`config.mk`:
```
export PLATFORM = sky130hd
export DESIGN_NAME = ddo_cordic
export DESIGN_NICKNAME = d
export VERILOG_FILES = /design/src/hw/rtl/ddo_pkg.sv /design/src/hw/rtl/ddo_cordic.sv
export SDC_FILE = /design/constraint.sdc
export NUM_CORES = 1
export LEC_CHECK = 0
export ABC_CLOCK_PERIOD_IN_PS = 10900
export BUFFER_PORTS_ARGS = -buffer_cell sky130_fd_sc_hd__clkbuf_2
export CELL_PAD_IN_SITES_DETAIL_PLACEMENT = 1
export CELL_PAD_IN_SITES_GLOBAL_PLACEMENT = 2
export CORE_MARGIN = 2
export CORE_UTILIZATION = 40
export CTS_CLUSTER_SIZE = 28
export DETAILED_ROUTE_END_ITERATION = 8
export PLACE_DENSITY_LB_ADDON = 0.1
export REMOVE_ABC_BUFFERS = 1
export SLEW_MARGIN = 30
export SYNTH_ARGS = -nofsm -noshare
export SYNTH_HDL_FRONTEND = slang
export SYNTH_SLANG_ARGS = --single-unit
```
`constraint.sdc`:
```
create_clock -name clk -period 10.9 [get_ports clk]
set_input_delay 1.09 -clock clk [delete_from_list [all_inputs] [get_ports clk]]
set_output_delay 1.09 -clock clk [all_outputs]
set_load 0.01 [all_outputs]
```
`src/hw/rtl/ddo_pkg.sv`:
```
// Types, constants and tables shared by the differential drive odometry block.
package ddo_pkg;

  localparam logic [31:0] METRES_PER_TICK_RST  = 32'd8674200;
  localparam logic [31:0] TURN_PER_DIFF_RST    = 32'd73628000;
  localparam logic [31:0] RADIANS_PER_TICK_RST = 32'd24094700;

  localparam logic [1:0] REG_METRES_PER_TICK  = 2'd0;
  localparam logic [1:0] REG_TURN_PER_DIFF    = 2'd1;
  localparam logic [1:0] REG_RADIANS_PER_TICK = 2'd2;

  localparam logic signed [33:0] CORDIC_GAIN_Q30 = 34'sd652032875;

  localparam logic [31:0] LIN_RATE_C   = 32'd1048576000;
  localparam int          LIN_RATE_S   = 41;
  localparam logic [31:0] TURN_RATE_C  = 32'd1647099329;
  localparam int          TURN_RATE_S  = 42;
  localparam logic [31:0] WHEEL_RATE_C = 32'd4194304000;
  localparam int          WHEEL_RATE_S = 38;

  typedef struct packed {
    logic signed [31:0] left_count;
    logic signed [31:0] right_count;
    logic [31:0]        time_ms;
  } sample_t;

  typedef struct packed {
    logic signed [47:0] pose_x;
    logic signed [47:0] pose_y;
    logic signed [31:0] heading;
    logic signed [15:0] quat_z;
    logic signed [15:0] quat_w;
    logic signed [31:0] linear_rate;
    logic signed [31:0] turn_rate;
    logic signed [47:0] left_angle;
    logic signed [47:0] right_angle;
    logic signed [31:0] left_rate;
    logic signed [31:0] right_rate;
    logic               rates_fresh;
  } result_t;

  typedef struct packed {
    logic [1:0]  reg_index;
    logic [31:0] reg_value;
  } cfg_t;

  typedef enum logic [3:0] {
    ST_IDLE, ST_MLO, ST_MHI, ST_MSUM, ST_POST, ST_CWAIT1, ST_HEAD,
    ST_DIV, ST_RSAT, ST_CWAIT2, ST_FIN
  } state_t;

  typedef enum logic [3:0] {
    OP_TRAVEL, OP_TURN, OP_LEFT_ANGLE, OP_RIGHT_ANGLE, OP_LEFT_MAG, OP_RIGHT_MAG,
    OP_POS_X, OP_POS_Y, OP_RATE_LIN, OP_RATE_TURN, OP_RATE_LEFT, OP_RATE_RIGHT
  } op_t;

  function automatic logic [31:0] atan_turn(input logic [4:0] i);
    logic [31:0] a;
    case (i)
      5'd0:  a = 32'd536870912;
      5'd1:  a = 32'd316933406;
      5'd2:  a = 32'd167458907;
      5'd3:  a = 32'd85004756;
      5'd4:  a = 32'd42667331;
      5'd5:  a = 32'd21354465;
      5'd6:  a = 32'd10679838;
      5'd7:  a = 32'd5340245;
      5'd8:  a = 32'd2670163;
      5'd9:  a = 32'd1335087;
      5'd10: a = 32'd667544;
      5'd11: a = 32'd333772;
      5'd12: a = 32'd166886;
      5'd13: a = 32'd83443;
      5'd14: a = 32'd41722;
      5'd15: a = 32'd20861;
      5'd16: a = 32'd10430;
      5'd17: a = 32'd5215;
      5'd18: a = 32'd2608;
      5'd19: a = 32'd1304;
      5'd20: a = 32'd652;
      5'd21: a = 32'd326;
      5'd22: a = 32'd163;
      5'd23: a = 32'd81;
      5'd24: a = 32'd41;
      5'd25: a = 32'd20;
      5'd26: a = 32'd10;
      5'd27: a = 32'd5;
      5'd28: a = 32'd3;
      5'd29: a = 32'd1;
      5'd30: a = 32'd1;
      default: a = 32'd0;
    endcase
    return a;
  endfunction

endpackage

```
`src/hw/rtl/ddo_cordic.sv`:
```
// Iterative rotation-mode CORDIC giving cosine and sine in signed Q3.30 of a binary angle.
module ddo_cordic #(
  parameter int STEPS = 24
) (
  input  logic               clk,
  input  logic               rst,
  input  logic               start,
  input  logic signed [31:0] angle,
  output logic               busy,
  output logic signed [33:0] cos_q30,
  output logic signed [33:0] sin_q30
);

  logic signed [33:0] x, y, z;
  logic               flip;
  logic [5:0]         cnt;
  logic signed [33:0] za, zf, xs, ys;
  logic               fold;
  logic [31:0]        step_angle;

  always_comb begin
    za   = 34'(angle);
    zf   = za;
    fold = 1'b0;
    if (za > 34'sd1073741824) begin
      zf   = za - 34'sd2147483648;
      fold = 1'b1;
    end else if (za < -34'sd1073741824) begin
      zf   = za + 34'sd2147483648;
      fold = 1'b1;
    end
    xs         = x >>> cnt[4:0];
    ys         = y >>> cnt[4:0];
    step_angle = ddo_pkg::atan_turn(cnt[4:0]);
  end

  always_ff @(posedge clk) begin
    if (rst) begin
      busy <= 1'b0;
    end else if (start) begin
      busy <= 1'b1;
      cnt  <= '0;
      x    <= ddo_pkg::CORDIC_GAIN_Q30;
      y    <= '0;
      z    <= zf;
      flip <= fold;
    end else if (busy) begin
      if (cnt == 6'(STEPS)) begin
        cos_q30 <= flip ? -x : x;
        sin_q30 <= flip ? -y : y;
        busy    <= 1'b0;
      end else begin
        if (!z[33]) begin
          x <= x - ys;
          y <= y + xs;
          z <= z - $signed({2'b00, step_angle});
        end else begin
          x <= x + ys;
          y <= y - xs;
          z <= z + $signed({2'b00, step_angle});
        end
        cnt <= cnt + 6'd1;
      end
    end
  end

endmodule

```
# ---- Yosys cells after proc, flatten, opt, wreduce, memory -nomap -nowiden
# Memory sizes are Yosys's and may differ from the RTL's. A register that Yosys moved wholly into a read port is not among the register bits.
# Index checks and enable logic that the tools add are counted.
dict set report classes {
  add_sub_neg 11
  magnitude_cmp 2
  eq_ne 2
  shifts 2
  mux 22
  n_bitwise 2
  n_reduce_logical 4
}
# cell count
set ops {}
lappend ops {{$mux 34} 14}
lappend ops {{$add 34x34->34} 2}
lappend ops {{$neg 34->34} 2}
lappend ops {{$sshr 34x5->34} 2}
lappend ops {{$sub 34x34->34} 2}
lappend ops {{$add 32x33->34 const B} 1}
lappend ops {{$add 34x33->34} 1}
lappend ops {{$sub 32x33->34 const B} 1}
lappend ops {{$sub 34x33->34} 1}
lappend ops {{$gt 32x32->1 const B} 1}
lappend ops {{$lt 32x31->1 const B} 1}
lappend ops {{$mux 6} 2}
lappend ops {{$mux 5} 2}
lappend ops {{$add 6x1->6 const B} 1}
lappend ops {{$eq 6x5->1 const B} 1}
lappend ops {{$mux 1} 4}
lappend ops {{$reduce_and 4->1} 1}
lappend ops {{$reduce_and 3->1} 1}
lappend ops {{$ne 2x2->1 const B} 1}
lappend ops {{$not 1->1} 2}
lappend ops {{$reduce_and 2->1} 1}
lappend ops {{$reduce_bool 2->1} 1}
dict set report totals {
  regBits 178
  mem_bits_ro 960
  inputBits 35
  output_inout_bits 69
  n_memories 1
}
# memory words word_bits rd rd_ports_with_merged_regs write_ports line
set mem_list {}
lappend mem_list {{(no name shown)} 32 30 1 1 0 ddo_pkg.sv:59} ;# case (i)

# ---- Logic depth before layout (Yosys ltp)
dict set report depth {
  word_depth 5
  mapped_depth 27
  ltp_nobuf 21
}

# ---- Worst setup path after synthesis
# No wires, ideal clock.
dict set report synth_path {
  path_type {reg2reg}
  start {register cnt[1]}
  end {register cos_q30[0] (enable)}
  setup_ns 0.686
  t_arrival_ns 9.066
  setup_slack_ns 1.148
  path_stages_with_launch 8
  n_path_buf 3
  cell_sequence {edfxtp_1 buf_2 inv_2 buf_2 buf_1 ha_1 or3b_2 nor4b_1}
}
dict set report synth_between {
  elab_chain_cells 2
}
# element line
set synth_lines {}
lappend synth_lines {{start: declaration} ddo_cordic.sv:16} ;# logic [5:0] cnt;
lappend synth_lines {{start signal: assignment} ddo_cordic.sv:62} ;# cnt <= cnt + 6'd1;
lappend synth_lines {{$eq 6x5->1} ddo_cordic.sv:48} ;# if (cnt == 6'(STEPS)) begin
lappend synth_lines {{$reduce_and 4->1 (no source line)} -}
lappend synth_lines {{end signal: assignment} ddo_cordic.sv:49} ;# cos_q30 <= flip ? -x : x;
lappend synth_lines {{end: declaration} ddo_cordic.sv:10} ;# output logic signed [33:0] cos_q30,
# No other way between the ends.
# A chain may end at the register's enable or synchronous reset.

# ---- Worst setup path after layout
dict set report layout_path {
  start {register cnt[0]}
  end {register y[32] (data pin)}
}
dict set report layout_between {
  elab_chain_cells 5
  elab_cells_between_ends 6
  classes_between {add/sub (2); shift (1); mux (3)}
}
# element line
set layout_lines {}
lappend layout_lines {{$sshr 34x5->34 (*)} ddo_cordic.sv:32} ;# xs = x >>> cnt[4:0];
lappend layout_lines {{$add 34x34->34 or $sub 34x34->34 (tied branches)} {ddo_cordic.sv:55, ddo_cordic.sv:59}}
lappend layout_lines {{$mux 34 (*)} ddo_cordic.sv:53} ;# if (!z[33]) begin
lappend layout_lines {{$mux 34 (*)} ddo_cordic.sv:48}
lappend layout_lines {{$mux 34 (*)} ddo_cordic.sv:47} ;# end else if (busy) begin
lappend layout_lines {{end signal: assignment} ddo_cordic.sv:55} ;# y <= y + xs;
lappend layout_lines {{end signal: assignment} ddo_cordic.sv:59} ;# y <= y - xs;
lappend layout_lines {{end: declaration} ddo_cordic.sv:14} ;# logic signed [33:0] x, y, z;
# Every way passes the cells marked *; elsewhere a longest branch is shown, timed or not. The select of a mux whose other input is x is not followed.

==> results by group <==
Drt
  • Post-detailed-route count of antenna-violating nets: 0
  • Drt pass-1 iters: 5
  • Post-DR wirelength/cell: 25.1 um
  • Vias/cell: 6.21
  • # DRC: 0
  • Detailed-route wire length: 75800 um
  • Via count: 18800
  • Detailed Route Iter0 Violations: ~1500

Worst setup path
  • Worst Setup End Kind: register
  • Startpoint Class: register
  • Critical path class: reg -> reg
  • Reg-to-reg slack, setup: 3.46 ns
  • Worst EP arrival: 7.79 ns
  • CP required: 11.25 ns
  • Max FO, Critical Path: 124

Global route
  • Initial antenna violation count: 1
  • Vias in the first global route: 19100
  • Largest net degree at the start of global routing: 125
  • Overflow after GRT: 0
  • First-pass GRT wire length: roughly 120000 um
  • Gr usage total: 27.9%

Pwr
  • Worst vdd ir: 176 uV
  • Pint: 3.80 mW
  • Switching Power: 3.73 mW
  • Total power: 7.53 mW
  • Reg power frac: roughly a quarter
  • Logic pwr share: between 60% and 70%
  • PwrDens: 333 mW/mm2
  • Sw Ratio: 49.6%
  • Clock Power Share: a little under an eighth
  • Leak: 8.67 nW

Logic synthesis
  • Yosys reg bits: about 210
  • Synth async-reset ratio: 0%
  • Ys flop type: edfxtp_1
  • Syn. warnings: 0
  • Synth Cell Area: slightly above 0.02 mm2
  • Post-synth EDFFs: 177
  • Seq/Total Area, Yosys: 28.6%
  • Distinct cells, synth: 88
  • Syn_area_per_cell: 8.99 um2
  • Synth Instances: 2309

Layout
  • Most common cell after layout, fill and taps aside: nor2_1
  • Most frequent cells in the layout: 217 x nor2_1, 209 x nand2_1, 185 x a21oi_1, 177 x edfxtp_1
  • Share of cells above drive strength 1: between 10 and 15%
  • Post-layout util: 44.0%
  • Area of the multi-input gates: ~0.014 mm2
  • Final Cell Area: 0.0226 mm2
  • Register area: 0.00594 mm2
  • Fillers: 5953
  • Syn-to-layout area delta: 8.79%
  • Nets@finish: about 2500

Outcome
  • Status: finished clean

Clock network
  • Clock Tree Root: clkbuf_16
  • Clock Latency Late Sink: 0.61 ns
  • Post_cts resized: 0
  • H-tree levels: 1
  • Post-CTS Setup Bufs: 0
  • Clock slew at reported path FFs: 0.06 ns
  • TritonCTS clock tree: built
  • Cts hold-fix bufs: 0
  • TritonCTS Buffers: 27
  • Clock sinks: 208
  • Maximum buffer depth of the clock tree: 3

Job
  • Max-cap violations: 0

Place
  • DP Area: 0.0217 mm2
  • Dpl hpwl: 56600 um
  • Port-buffer cells: ~100
  • RD Place Congestion: a little over 0.9

STA
  • Fin crit period: around 7.4 ns
  • Max Slew Vio Count: 0
  • Final Hold Fails: 0
  • Setup TNS: 0 ns
  • Setup-failing EPs final: 0
  • Layout Skew: 0.0324 ns
  • Worst-margin pin slew: 1.06 ns
  • Period utilization: approximately two thirds
  • Fmax: ~130 MHz
  • Slew margin rel.: 28.8%
  • RSZ-0062 raised after global routing: no

Die
  • Num ports: 104
  • Die area: 0.0537 mm2
  • Starting density of the core: about 40%
  • Die H: 232 um
  • DIE WIDTH: 232 um
  • Site Rows: 83
  • Core area: 0.0513 mm2

Worst hold path
  • Min-delay worst type: reg -> reg
power groups by stage:
stage                     Clock, mW  Combinational [mW]  Sequential [mW]
after detailed placement          0                4.80             1.77
after global routing          0.935                5.37             1.80
final                         0.889                4.86             1.78
after floorplan                   0                3.64             1.54
after CTS                     0.913                4.84             1.76
after global placement            0                4.73             1.76
cell families (layout without fill, tap and decap cells):
logic type | Yosys count | count (layout) | synth area share [%]
other cells | 0 | 1 | 0
mux | 180 | 180 | 13.5
compound gates | 667 | 667 | 20.5
buf+inv | 207 | 238 | 4.23
xor+xnor | 236 | 236 | 9.96
fa+ha+maj | 116 | 116 | 7.10
flops | 208 | 208 | 28.6
simple gates | 695 | 695 | 16.2
flip-flops by register name (all words and copies together) (netlist names):
register,cells
flip,1
z,34
step_angle,30
cnt,6
busy,1
sin_q30,34
cos_q30,34
x,34
y,34
metrics by stage:
step           setup slack [ns]  hold slack, ns  instances
2_1_floorplan            -0.634           0.469       2155
3_3_place_gp               3.77           0.560       2970
3_5_place_dp               3.58           0.551       2970
4_1_cts                    3.56           0.579       3020
5_1_grt                    3.14           0.604       3020
6_report                   3.46           0.569       3021
worst paths after layout:
path	startpoint	endpoint	cells past startpoint
hold / removal	y[0]	sin_q30[0]	0
hold reg to reg	y[0]	sin_q30[0]	0
setup reg to reg	cnt[0]	y[32]	19
setup / recovery	cnt[0]	y[32]	19
routing by layer:
| metal | GRT usage, % | wire length [um] | vias to the layer above |
|---|---|---|---|
| met3 | 4.56 | 4260 | 153 |
| met5 | 0 | 0 | - |
| met1 | 36.4 | 32900 | 9370 |
| met4 | 8.79 | 2510 | 0 |
| li1 | - | - | 8675 |
| met2 | 47.1 | 36100 | 553 |
synth_stat cells (all sizes together) (13+ instances only):
cell / count / area, um2
o21ai: 153 / 766
nand3: 29 / 145
ha: 113 / 1410
buf: 56 / 308
o31ai: 26 / 195
nor2: 217 / 815
clkbuf: 98 / 370
xor2: 89 / 780
and2: 21 / 131
mux4: 75 / 1690
a21o: 50 / 375
or3: 13 / 81.3
nor3: 39 / 200
or2: 15 / 93.8
mux2i: 58 / 581
o221ai: 14 / 123
o21a: 24 / 180
a31oi: 34 / 213
o22ai: 23 / 144
and3: 21 / 133
xnor2: 147 / 1290
a22oi: 15 / 113
nor2b: 22 / 138
nand2: 209 / 785
nor4: 29 / 241
inv: 52 / 195
o211ai: 18 / 135
dfxtp: 31 / 621
edfxtp: 177 / 5320
nand2b: 30 / 188
a21oi: 185 / 926
a211oi: 23 / 173
mux2: 47 / 529
area by class of cell:
cell class / instances / area share (%)
multi-input combinational: 1894 / 61.9
sequential: 208 / 26.3
clock inverter: 18 / 0.670
timing repair buffer: 135 / 3.41
clock buffer: 32 / 3.07
tap: 680 / 3.77
inverter: 53 / 0.881
antenna: 1 / 0.0111
worst max-delay path, cell delays in order (launching register included):
cell	delay, ns
edfxtp_1	0.42
buf_12	0.54
mux2_2	0.44
mux2i_1	0.35
o221ai_1	0.19
nor3_1	0.71
nand4_1	0.35
nor2_1	0.27
nor2_1	0.09
xor2_1	0.17
ha_1	0.39
a211o_1	0.33
o311a_1	0.29
o21ai_0	0.41
a211oi_1	0.22
o311ai_0	0.74
a211oi_1	0.17
a211o_1	0.34
o31ai_1	0.23
mux2_2	0.37
Note: power is estimated with default switching activity, not from simulation.
