<file path="config.mk">
export PLATFORM = sky130hd
export DESIGN_NAME = ddo_divider
export DESIGN_NICKNAME = d
export VERILOG_FILES = /design/src/hw/rtl/ddo_divider.sv
export SDC_FILE = /design/constraint.sdc
export NUM_CORES = 1
export LEC_CHECK = 0
export BUFFER_PORTS_ARGS = -buffer_cell sky130_fd_sc_hd__buf_2
export CAP_MARGIN = 20
export CORE_MARGIN = 2
export CORE_UTILIZATION = 59
export CTS_CLUSTER_DIAMETER = 30
export DETAILED_ROUTE_END_ITERATION = 10
export PLACE_DENSITY = 0.83
export SYNTH_ARGS = -nofsm -noshare
export SYNTH_HDL_FRONTEND = slang
export SYNTH_SLANG_ARGS = --single-unit
</file>
<file path="constraint.sdc">
create_clock -name clk -period 12 [get_ports clk]
set_input_delay 1.2 -clock clk [delete_from_list [all_inputs] [get_ports clk]]
set_output_delay 1.2 -clock clk [all_outputs]
set_load 0.05 [all_outputs]
</file>
<file path="src/hw/rtl/ddo_divider.sv">
// Restoring radix-2 divider of a 64-bit dividend by a 32-bit divisor, one bit per cycle.
module ddo_divider (
  input  logic        clk,
  input  logic        rst,
  input  logic        start,
  input  logic [63:0] dividend,
  input  logic [31:0] divisor,
  output logic        busy,
  output logic [63:0] quotient
);

  logic [31:0] rem;
  logic [31:0] dvs;
  logic [6:0]  cnt;
  logic [32:0] trial;
  logic        take;

  always_comb begin
    trial = {rem, quotient[63]};
    take  = trial >= {1'b0, dvs};
  end

  always_ff @(posedge clk) begin
    if (rst) begin
      busy <= 1'b0;
    end else if (start) begin
      busy     <= 1'b1;
      cnt      <= 7'd64;
      rem      <= '0;
      dvs      <= divisor;
      quotient <= dividend;
    end else if (busy) begin
      rem      <= take ? 32'(trial - {1'b0, dvs}) : trial[31:0];
      quotient <= {quotient[62:0], take};
      cnt      <= cnt - 7'd1;
      if (cnt == 7'd1) begin
        busy <= 1'b0;
      end
    end
  end

endmodule
</file>
---- Yosys cells after proc, flatten, opt, wreduce, memory -nomap -nowiden ----
Index checks and enable logic that the tools add are counted.
Widths: inputs -> output; s select.
word-level totals
  output and inout port bits .............. 65
  input port bits ......................... 99
  bits in registers ....................... 136
cells by class
  multiplexer cells ....................... 8
  reductions and logical operators ........ 3
  add/sub/neg operators ................... 2
  $lt $le $gt $ge ......................... 1
  bitwise operators ....................... 1
  equal/unequal tests ..................... 1
operator list
  operator             number
  $mux 64              2
  $mux 32              2
  $ge 33x32->1         1
  $sub 32x32->32       1
  $eq 7x1->1 const B   1
  $mux 7               1
  $sub 7x1->7 const B  1
  $reduce_and 2->1     2
  $mux 1               3
  $reduce_bool 2->1    1
  $not 1->1            1

---- Depth between registers and ports, before layout ----
Gate-level depths: netlist of the first run.
  word-level depth ........................ 4
  mapped depth ............................ 14

---- Least setup slack after synthesis of the first run ----
Ideal clock, no wire load.
  path kind ............................... input-to-reg
  start point ............................. input port start
  end point ............................... register cnt[0] (enable)
  path slack .............................. 4969 ps
  data arrival time ....................... 6465 ps
  cell stages on the path ................. 5
  cell sequence ........................... clkbuf_1 > clkbuf_1 > buf_1 > nor2_1 > nor2_1
on the way
  word-level cells in the longest chain between the ends .. 2
ends and longest elaborated chain
  element                             line  text
  start, declared                     5     input logic start,
  $reduce_bool 2->1 (no source line)  -
  $reduce_and 2->1 (no source line)   -
  end signal, assigned                35    cnt <= cnt - 7'd1;
  end, declared                       14    logic [6:0] cnt;
Every way passes these cells.
A chain may end at the register's enable or synchronous reset.

---- Final worst setup path of the first run ----
  start point ............................. register rem[10]
  end point ............................... register rem[9], data pin
on the way
  word-level cells in the longest chain between the ends .. 3
ends and longest elaborated chain
  element                 line  text
  start, declared         12    logic [31:0] rem;
  start signal, assigned  33    rem <= take ? 32'(trial - {1'b0, dvs}) : trial[31:0];
  $ge 33x32->1            20    take = trial >= {1'b0, dvs};
  $mux 32                 33
  $mux 32                 32    end else if (busy) begin
Every way passes these cells. The select of a mux whose other input is x is not followed.

==> results of run 1 <==
[stage by stage]
| step | util, % | total power, mW |
|---|---|---|
| after floorplan | - | 0.870 |
| after global placement | 68.6 | 0.930 |
| after detailed placement | 68.8 | 0.944 |
| after CTS | 73.4 | 1.43 |
| after global routing | 73.4 | 1.48 |
| final | 73.4 | 1.43 |
[power groups by stage]
| stage | sequential (mW) | clock (mW) | combinational, mW |
|---|---|---|---|
| 6_report | 0.592 | 0.490 | 0.348 |
| 5_1_grt | 0.596 | 0.511 | 0.378 |
| 4_1_cts | 0.592 | 0.493 | 0.347 |
| 3_5_place_dp | 0.601 | 0 | 0.344 |
| 3_3_place_gp | 0.600 | 0 | 0.330 |
| 2_1_floorplan | 0.649 | 0 | 0.221 |
[sequential cells by signal, indices dropped and copies added, names as in the netlist]
| signal | flops |
|---|---|
| quotient | 64 |
| dvs | 32 |
| rem | 32 |
| cnt | 7 |
| busy | 1 |
[critical path: stages (launching register included)]
cell	delay [ns]
edfxtp_1	0.39
ha_1	0.44
nand3_2	0.15
nor4_2	0.23
o31ai_1	0.17
a311o_1	0.42
o21a_1	0.23
o21ai_2	0.19
o21a_1	0.76
buf_4	0.44
mux2i_1	0.27
nor2_1	0.07
[worst min-delay path by stage]
stage / start / end / cells past startpoint
floorplan: cnt[6]$_SDFFCE_PP1P_ / busy$_SDFF_PP0_ / 2
global placement: quotient[45]$_DFFE_PP_ / quotient[46]$_DFFE_PP_ / 1
detailed placement: quotient[3]$_DFFE_PP_ / quotient[4]$_DFFE_PP_ / 1
CTS: quotient[6]$_DFFE_PP_ / quotient[7]$_DFFE_PP_ / 1
global route: quotient[29]$_DFFE_PP_ / quotient[30]$_DFFE_PP_ / 1
finish: quotient[6]$_DFFE_PP_ / quotient[7]$_DFFE_PP_ / 1
[layout make-up]
| cell class | count | area, um2 | area share [%] |
|---|---|---|---|
| tap | 168 | 210 | 2.37 |
| clock inverter | 14 | 124 | 1.40 |
| multi-input combinational | 387 | 2990 | 33.7 |
| inverter | 42 | 158 | 1.78 |
| clock buffer | 17 | 425 | 4.80 |
| timing repair buffer | 168 | 876 | 9.89 |
| sequential | 136 | 4070 | 46.0 |
[layout by cell type, fill, tap and decap left out, drive strengths merged, types with 2 or more instances in the layout]
master	Yosys	final
and3	7	7
nand2b	3	3
xor2	10	10
a21oi	34	34
nor3	7	7
nand4	3	3
a311o	3	3
o311ai	2	2
nor4	3	3
o21bai	3	3
mux2i	24	24
clkbuf	13	17
xnor2	19	19
nand2	34	34
o21a	11	11
mux2	64	64
a211oi	6	6
nor2	48	48
nor2b	6	6
a31oi	3	3
inv	42	47
or3	3	3
nand3b	3	3
clkinv	0	5
nand3	5	5
ha	34	34
clkinvlp	0	3
o21ai	23	23
nor4bb	2	2
o211ai	3	3
a21o	4	4
edfxtp	135	135
or2	2	2
buf	7	168
[synth_stat cells (all sizes together) (2+ instances only)]
library cell / count / area share, %
edfxtp: 135 / 55
mux2: 64 / 9.8
nor2: 48 / 2.5
inv: 42 / 2.2
a21oi: 34 / 2.3
ha: 34 / 5.8
nand2: 34 / 1.7
mux2i: 24 / 3.3
o21ai: 23 / 1.7
xnor2: 19 / 2.3
clkbuf: 13 / 0.67
o21a: 11 / 1.1
xor2: 10 / 1.2
and3: 7 / 0.60
buf: 7 / 0.89
nor3: 7 / 0.48
a211oi: 6 / 0.82
nor2b: 6 / 0.51
nand3: 5 / 0.41
a21o: 4 / 0.41
a311o: 3 / 0.41
a31oi: 3 / 0.26
nand2b: 3 / 0.26
nand3b: 3 / 0.31
nand4: 3 / 0.26
nor4: 3 / 0.34
o211ai: 3 / 0.31
o21bai: 3 / 0.31
or3: 3 / 0.26
nor4bb: 2 / 0.27
o311ai: 2 / 0.24
or2: 2 / 0.17
[kinds of logic (layout without fill, tap and decap cells)]
logic type | count (synthesis) | after routing | synth area share (%)
xor+xnor | 29 | 29 | 3.47
simple gates | 133 | 133 | 8.85
mux | 88 | 88 | 13.1
compound gates | 102 | 102 | 9.13
fa+ha+maj | 35 | 35 | 6.08
buf+inv | 62 | 241 | 3.71
flops | 136 | 136 | 55.6
[routing by layer]
layer	wire length, um	global-route usage, %
met1	6500	29.9
met2	8120	42.3
met3	1240	8.59
met4	315	9.00
met5	45	0
==> run_results.csv, run 1 <==
group,metric,value,unit
clock_network,cts_buffers,17,
final_layout,layout.cells.non_filler,932,
final_layout,syn_to_final_growth,20.9,%
sta,fin_crit,4.05,ns
clock_network,clkSinkCount,136,
grt,grt_pass1_wl,25500,um
critical_path,critPathKind,"reg -> reg",
die,die-width,115,um
sta,worstMarginPinSlew,0.914,ns
sta,timing.setup.tns,0,ns
clock_network,htreeDepth,4,
synth,synth.distinct_cells,60,
synth,synthArstFlopShare,0,%
synth,syn_avg_cell_area,12.5,um2
final_layout,n_fill_cell,791,
pwr,seqPwrFrac,41.4,%
final_layout,drive_gt1_share,35.9,%
sta,worst_slack,7.95,ns
clock_network,cts_setup_buffers,0,
final_layout,nets,886,
critical_path,cp.required,12.15,ns
sta,clock.fmax,247,MHz
grt,grt_pass1_vias,5300,
critical_path,crit_start,"rem[10]$_SDFFCE_PP0P_",
synth,syn_nets,719,
synth,synth_edf_count,135,
pwr,cellPowerDensity,161,nW/um2
synth,yosysSeqAreaShare,55.6,%
detailed_routing,drtIter0Drc,322,
critical_path,reg2reg_depth,11,
critical_path,crit_end,"rem[9]$_SDFFCE_PP0P_",
clock_network,cts-resized-gates,0,
detailed_routing,via_per_inst,5.67,
placed_design,hpwlAfterDp,11600,um
detailed_routing,wl_per_cell,17.4,um
critical_path,rr_startpoint,"rem[10]$_SDFFCE_PP0P_",
synth,synth_area,7320,um2
clock_network,clk_pin_slew,0.06,ns
sta,slew_headroom,39.1,%
die,fp.dieH,115,um
detailed_routing,drt_wl_total,16200,um
pwr,comb_power_share,24.3,%
die,row_count,40,
synth,syn_inst,585,
synth,yosys_warnings,0,
clock_network,holdBufCountCts,0,
sta,slew_violations,0,
placed_design,place_inst,901,
synth,synth_top_flop_cell,"edfxtp_1",
critical_path,critPathMaxFanout,18,
sta,post-route-period-util,33.8,%
clock_network,cts-root-buf,"clkbuf_16",
die,initial_core_util,60.7,%
grt,grt_max_degree,64,
detailed_routing,antenna_left,0,
grt,globalRouteTotalUtil,25.1,%
synth,ys_ff_latch,136,
detailed_routing,via_count,5283,
grt,grt_overflow_total,0,
die,coreArea,12100,um2
outcome,run_status,"completed",
sta,hold_ws,0.577,ns
sta,fin_skew,0.0103,ns
grt,antenna_found_initial,4,
critical_path,rr_endpoint,"rem[9]$_SDFFCE_PP0P_",
pwr,leakage,3.70,nW
pwr,p_switching,0.437,mW
placed_design,post_dp_cell_area,8300,um2
final_layout,final_design_area_no_fill,8850,um2
pwr,ir_drop,0.117,mV
die,die_area,13300,um2
placed_design,io_buffers,163,
critical_path,startpoint_type,"register",
die,io_pins,164,
sta,hold_viol,0,
critical_path,rrSetupSlack,7.95,ns
critical_path,cp.arrival,4.20,ns
placed_design,place_congestion,0.925,
clock_network,cts_tree,"built",
worst_hold_path,hold_path.class,"reg -> reg",
pwr,internal-power,0.993,mW
clock_network,clockBufferDepth,2,
critical_path,crit_path_end_kind,"register",
final_layout,diodes,0,
placed_design,place_ws,7.97,ns
sta,rsz0062_at_grt,"false",
run,cap_violations,0,
detailed_routing,dr.pass1.iters,6,
pwr,swShare,30.5,%
clock_network,clkLatencyLatePin,0.43,ns
pwr,pwr-share-clk,34.3,%
sta,setup_violations,0,
detailed_routing,drc_errors,0,
(Power assumes the default switching activity.)
==> run 2: changes to the inputs <==
CORE_UTILIZATION = 55   (was 59)
PLACE_DENSITY = 0.78   (was 0.83)
clock period = 4.1 ns   (was 12 ns; I/O delays follow)
==> run 2 against run 1 <==
Compared with the run above: utilization is 5.9 points lower; sequential cell count stayed put; via count is 2.9% lower; final area is 0.14% higher; register-to-register slack worse by 7.2 ns; hold slack worse by 0.41 ns; sequential power grew to 2.9 times the previous value; total power grew to 2.9 times the previous value; routed wire length is 1.1% lower; global-route usage is 1.8 points lower.
==> run_results.csv, run 2 (same netlist as run 1, synthesis figures left out) <==
group,metric,value,unit
detailed_routing,via_count,5130,
final_layout,nets,887,
pwr,swShare,29.4,%
pwr,total_power,4.19,mW
sta,setup_violations,0,
clock_network,clk_pin_slew,0.06,ns
detailed_routing,via_per_inst,5.45,
die,initial_core_util,55.7,%
clock_network,holdBufCountCts,0,
critical_path,critPathMaxFanout,17,
detailed_routing,antenna_left,0,
clock_network,cts-resized-gates,0,
pwr,pwr-share-clk,34.6,%
die,io_pins,164,
critical_path,cp.arrival,3.47,ns
final_layout,largest_reg_flops,64,
run,cap_violations,0,
final_layout,syn_to_final_growth,21.1,%
placed_design,hpwlAfterDp,11800,um
critical_path,crit_start,"rem[11]$_SDFFCE_PP0P_",
placed_design,place_congestion,0.874,
detailed_routing,drtIter0Drc,288,
clock_network,cts-root-buf,"clkbuf_16",
clock_network,cts_buffers,17,
clock_network,clkLatencyLatePin,0.42,ns
detailed_routing,dr.pass1.iters,5,
detailed_routing,wl_per_cell,17.0,um
critical_path,rr_startpoint,"rem[11]$_SDFFCE_PP0P_",
sta,hold_viol,0,
die,die-width,119,um
pwr,leakage,3.70,nW
outcome,run_status,"completed",
pwr,p_switching,1.23,mW
critical_path,startpoint_type,"register",
final_layout,drive_gt1_share,35.6,%
die,fp.dieH,119,um
critical_path,crit_path_end_kind,"register",
grt,grt_pass1_wl,25800,um
clock_network,clockBufferDepth,2,
clock_network,htreeDepth,4,
worst_hold_path,hold_path.class,"in -> reg",
sta,slew_headroom,35.6,%
grt,grt_overflow_total,0,
detailed_routing,drt_wl_total,16100,um
clock_network,cts_setup_buffers,0,
clock_network,cts_tree,"built",
critical_path,critPathKind,"reg -> reg",
sta,slew_violations,0,
pwr,cellPowerDensity,473,nW/um2
die,die_area,14300,um2
final_layout,largest_registers,"quotient (64), dvs (32), rem (32)",
clock_network,clkSinkCount,136,
pwr,comb_power_share,24.0,%
pwr,ir_drop,0.346,mV
final_layout,layout_common_cells,"buf_2, edfxtp_1, mux2_2, nor2_1, inv_1",
placed_design,place_ws,0.776,ns
detailed_routing,drc_errors,0,
grt,grt_pass1_vias,5294,
sta,worstMarginPinSlew,0.965,ns
sta,fin_skew,0.0132,ns
pwr,internal-power,2.96,mW
final_layout,final_common_cell,"buf_2",
final_layout,layout.cells.non_filler,942,
sta,fin_crit,3.34,ns
grt,grt_max_degree,80,
sta,post-route-period-util,81.5,%
placed_design,place_inst,910,
sta,worst_slack,0.759,ns
die,row_count,42,
grt,antenna_found_initial,2,
sta,rsz0062_at_grt,"false",
sta,timing.setup.tns,0,ns
pwr,seqPwrFrac,41.4,%
die,coreArea,13100,um2
worst_hold_path,hold_start,"divisor[0]",
sta,clock.fmax,299,MHz
critical_path,cp.required,4.23,ns
final_layout,largest-register,"quotient",
grt,globalRouteTotalUtil,23.3,%
placed_design,io_buffers,163,
run 2: changes by cell type in the layout (fill, tap and decap cells not counted), sizes merged:
| cell | delta |
|---|---|
| inv | -4 |
| diode | +2 |
| buf | +1 |
| bufinv | +1 |
| clkbuf | +1 |
| clkinv | +1 |
run 2: area by class of cell:
type / count / area, um2
Fill cell: 996 / 4270
Sequential cell: 136 / 4070
Multi-Input combinational cell: 387 / 2990
Timing Repair Buffer: 169 / 863
Clock buffer: 18 / 429
Tap cell: 176 / 220
Inverter: 42 / 158
Clock inverter: 12 / 130
Antenna cell: 2 / 5.00
run 2: worst paths after layout:
kind / endpoint / slack (ns) / cells after the start
hold / removal: dvs[0]$_DFFE_PP_ / 0.17 / 1
setup / recovery: rem[25]$_SDFFCE_PP0P_ / 0.76 / 11
hold reg to reg: quotient[36]$_DFFE_PP_ / 0.57 / 1
setup reg to reg: rem[25]$_SDFFCE_PP0P_ / 0.76 / 11
run 2: through the flow:
step | instance area, um2 | utilization (%) | hold slack [ns]
final | 8870 | 67.5 | 0.168
after global placement | 8300 | 63.2 | 0.548
after floorplan | 7330 | - | 0.489
after CTS | 8860 | 67.4 | 0.148
after global routing | 8860 | 67.4 | 0.154
after detailed placement | 8300 | 63.2 | 0.561
run 2: worst max-delay path: stages (launching register included):
cell and delay (ns):
edfxtp_1 0.43, ha_1 0.43, nand3_2 0.15, nor4_2 0.22, o31ai_1 0.17, a311o_1 0.43, o21a_1 0.24, o21ai_2 0.19
o21a_1 0.17, buf_4 0.29, mux2i_1 0.27, nor2_1 0.06
run 2: routing by layer:
metal	track usage [%]	share of wire [%]	up-vias
li1	-	-	2506
met5	0	0	-
met3	8.19	7.3	16
met1	26.7	40	2450
met2	40.0	51	158
met4	9.04	1.7	0
run 2: power by group through the flow:
| stage | logic [mW] | clock network (mW) | registers, mW |
|---|---|---|---|
| final | 1.01 | 1.45 | 1.73 |
| after global routing | 1.10 | 1.52 | 1.74 |
| after CTS | 1.01 | 1.47 | 1.73 |
| after detailed placement | 1.01 | 0 | 1.76 |
| after global placement | 0.976 | 0 | 1.75 |
| after floorplan | 0.646 | 0 | 1.89 |
==> run 3: changes to the inputs <==
CORE_UTILIZATION = 50   (was 55)
PLACE_DENSITY = 0.75   (was 0.78)
clock period = 2.79 ns   (was 4.1 ns; I/O delays follow)
==> run 3 against run 2 <==
Compared with the run above: hold slack worse by 0.14 ns; the flow now finishes with violations (negative setup slack); combinational power rose by 110%; sequential share of layout area is 5.7 points lower; routed wire length increased by 19%; non-clock buffer count grew 95; sequential cell count unchanged; utilization is 2.6 points higher; final area increased by 14%; maximum frequency rose by 11%.
==> run_results.csv, run 3 (same netlist as run 1, synthesis figures left out) <==
group,metric,value,unit
grt,grt_pass1_wl,30200,um
final_layout,syn_to_final_growth,38.1,%
detailed_routing,antenna_left,0,
grt,antenna_found_initial,2,
final_layout,layout_common_cells,"buf_2, edfxtp_1, buf_4, mux2_2, nor2_1",
grt,grt_max_degree,55,
die,coreArea,14400,um2
critical_path,critPathKind,"reg -> reg",
die,die_area,15600,um2
placed_design,hpwlAfterDp,12700,um
critical_path,crit_path_top_delay_cell,"or4_4",
grt,grt_pass1_vias,6071,
sta,worst_slack,-0.213,ns
detailed_routing,via_per_inst,5.47,
sta,hold_viol,0,
grt,globalRouteTotalUtil,24.5,%
placed_design,io_buffers,163,
critical_path,crit_path_end_kind,"register",
detailed_routing,via_count,5716,
sta,hold_ws,0.0277,ns
die,die-width,125,um
critical_path,critPathBufInv,1,
critical_path,reg2reg_depth,12,
sta,fin_crit,3.00,ns
detailed_routing,wl_per_cell,18.2,um
clock_network,clockBufferDepth,2,
outcome,violations,"negative setup slack",
critical_path,cp_cell_sequence,"inv_2 > ha_4 > fa_2 > nand2b_4 > a21oi_2 > or4_4 > a311o_1 > a221oi_4 > o21ai_1 > xor2_1 > mux2i_1 > nor2_1",
final_layout,largest_reg_flops,64,
clock_network,cts_tree,"built",
clock_network,cts-root-buf,"clkbuf_16",
final_layout,n_fill_cell,1005,
final_layout,drive_gt1_share,48.0,%
critical_path,cp.arrival,3.16,ns
critical_path,slowest_delay,0.47,ns
final_layout,final-seq-area,4070,um2
final_layout,nets,982,
pwr,leakage,4.28,nW
final_layout,multi_input_area,3320,um2
die,initial_core_util,50.8,%
sta,post-route-period-util,108,%
critical_path,cp_top_family,"compound AO/OA/AOI/OAI gates",
final_layout,largest-register,"quotient",
sta,fin_skew,0.0106,ns
critical_path,critPathMaxFanout,4,
detailed_routing,drt_wl_total,19100,um
sta,worstMarginPinSlew,0.620,ns
placed_design,place_congestion,0.937,
die,fp.dieH,125,um
worst_hold_path,hold_path.class,"in -> reg",
clock_network,clkLatencyLatePin,0.42,ns
final_layout,layout.cells.non_filler,1045,
clock_network,cts_buffers,17,
clock_network,htreeDepth,4,
critical_path,path_depth,12,
die,io_pins,164,
sta,slew_headroom,58.6,%
detailed_routing,drtIter0Drc,319,
clock_network,holdBufCountCts,0,
sta,clock.fmax,333,MHz
final_layout,diodes,0,
detailed_routing,dr.pass1.iters,5,
die,row_count,44,
pwr,ir_drop,0.533,mV
critical_path,startpoint_type,"register",
detailed_routing,drc_errors,0,
sta,rsz0062_at_grt,"true",
final_layout,largest_registers,"quotient (64), dvs (32), rem (32)",
pwr,cellPowerDensity,691,nW/um2
sta,setup_violations,32,
critical_path,cp.required,2.94,ns
final_layout,final_common_cell,"buf_2",
grt,grt_overflow_total,0,
placed_design,place_inst,991,
clock_network,clk_pin_slew,0.07,ns
sta,slew_violations,0,
run,cap_violations,0,
outcome,run_status,"finished with violations",
clock_network,clkSinkCount,136,
worst_hold_path,whs_path_depth,1,
==> run 3: cell count changes in the layout (fill, tap and decap cells not counted), sizes merged <==
cell,previous run,this run
buf,169,264
inv,43,51
clkinvlp,3,0
clkinv,6,4
diode,2,0
clkbuf,18,17
==> run 3: metal layers <==
metal	GRT usage (%)	share of wire, %	vias to the layer above	wire length [um]
met1	28.0	39	2741	7430
met3	8.09	7.1	36	1350
li1	-	-	2701	-
met5	0	0.13	-	24
met4	8.10	2.0	4	379
met2	43.4	52	234	9870
==> run 3: repair_timing <==
item / in CTS / in global routing
pin swaps: 28 / 11
cloned: 3 / 0
setup endpoints to repair: 33 / 33
gates resized for setup: 42 / 27
setup buffers: 12 / 11
==> run 3: per-stage QoR <==
step | util, % | TNS (ns) | total power [mW] | setup slack [ns] | instance area [um2]
after global placement | 61.9 | -4.40 | 4.27 | -0.193 | 8930
final | 70.1 | -3.69 | 6.99 | -0.213 | 10100
after CTS | 68.9 | -1.23 | 6.89 | -0.212 | 9940
after floorplan | - | -6.64 | 3.75 | -0.349 | 7370
after detailed placement | 61.9 | -6.62 | 4.32 | -0.295 | 8930
after global routing | 70.1 | -7.46 | 7.27 | -0.366 | 10100
==> run 3: worst reg2reg max path: cells and delay by family (launching register included) <==
kind                     cells  cell delay (ns)
flip-flops                   1             0.40
AO/OA/AOI/OAI                4             0.93
AND/OR/NAND/NOR              3             0.67
buffers and inverters        1             0.08
adder cells (fa/ha/maj)      2             0.33
XOR/XNOR                     1             0.15
multiplexers                 1             0.16
==> run 3: path summary, 6_finish.rpt <==
path	start	end	slack (ns)
worst min register to register	quotient[45]$_DFFE_PP_	quotient[46]$_DFFE_PP_	0.58
worst max-delay path	quotient[63]$_DFFE_PP_	rem[30]$_SDFFCE_PP0P_	-0.21
worst max register to register	quotient[63]$_DFFE_PP_	rem[30]$_SDFFCE_PP0P_	-0.21
worst min-delay path	divisor[0]	dvs[0]$_DFFE_PP_	0.03
==> run 3: area by class of cell <==
class / count / area share, %
flip-flops and latches: 136 / 40.3
multi-input cells: 387 / 32.8
repair buffers: 264 / 17.1
clock buffers: 17 / 4.21
well taps: 184 / 2.28
clock inverters: 15 / 1.77
inverters: 42 / 1.56
==> run 3: report_power, final <==
group / total [mW] / internal, mW / switching, mW
logic: 2.09 / 1.00 / 1.09
registers: 2.56 / 2.46 / 0.0953
clock network: 2.34 / 1.36 / 0.987
total: 6.99 / 4.82 / 2.17
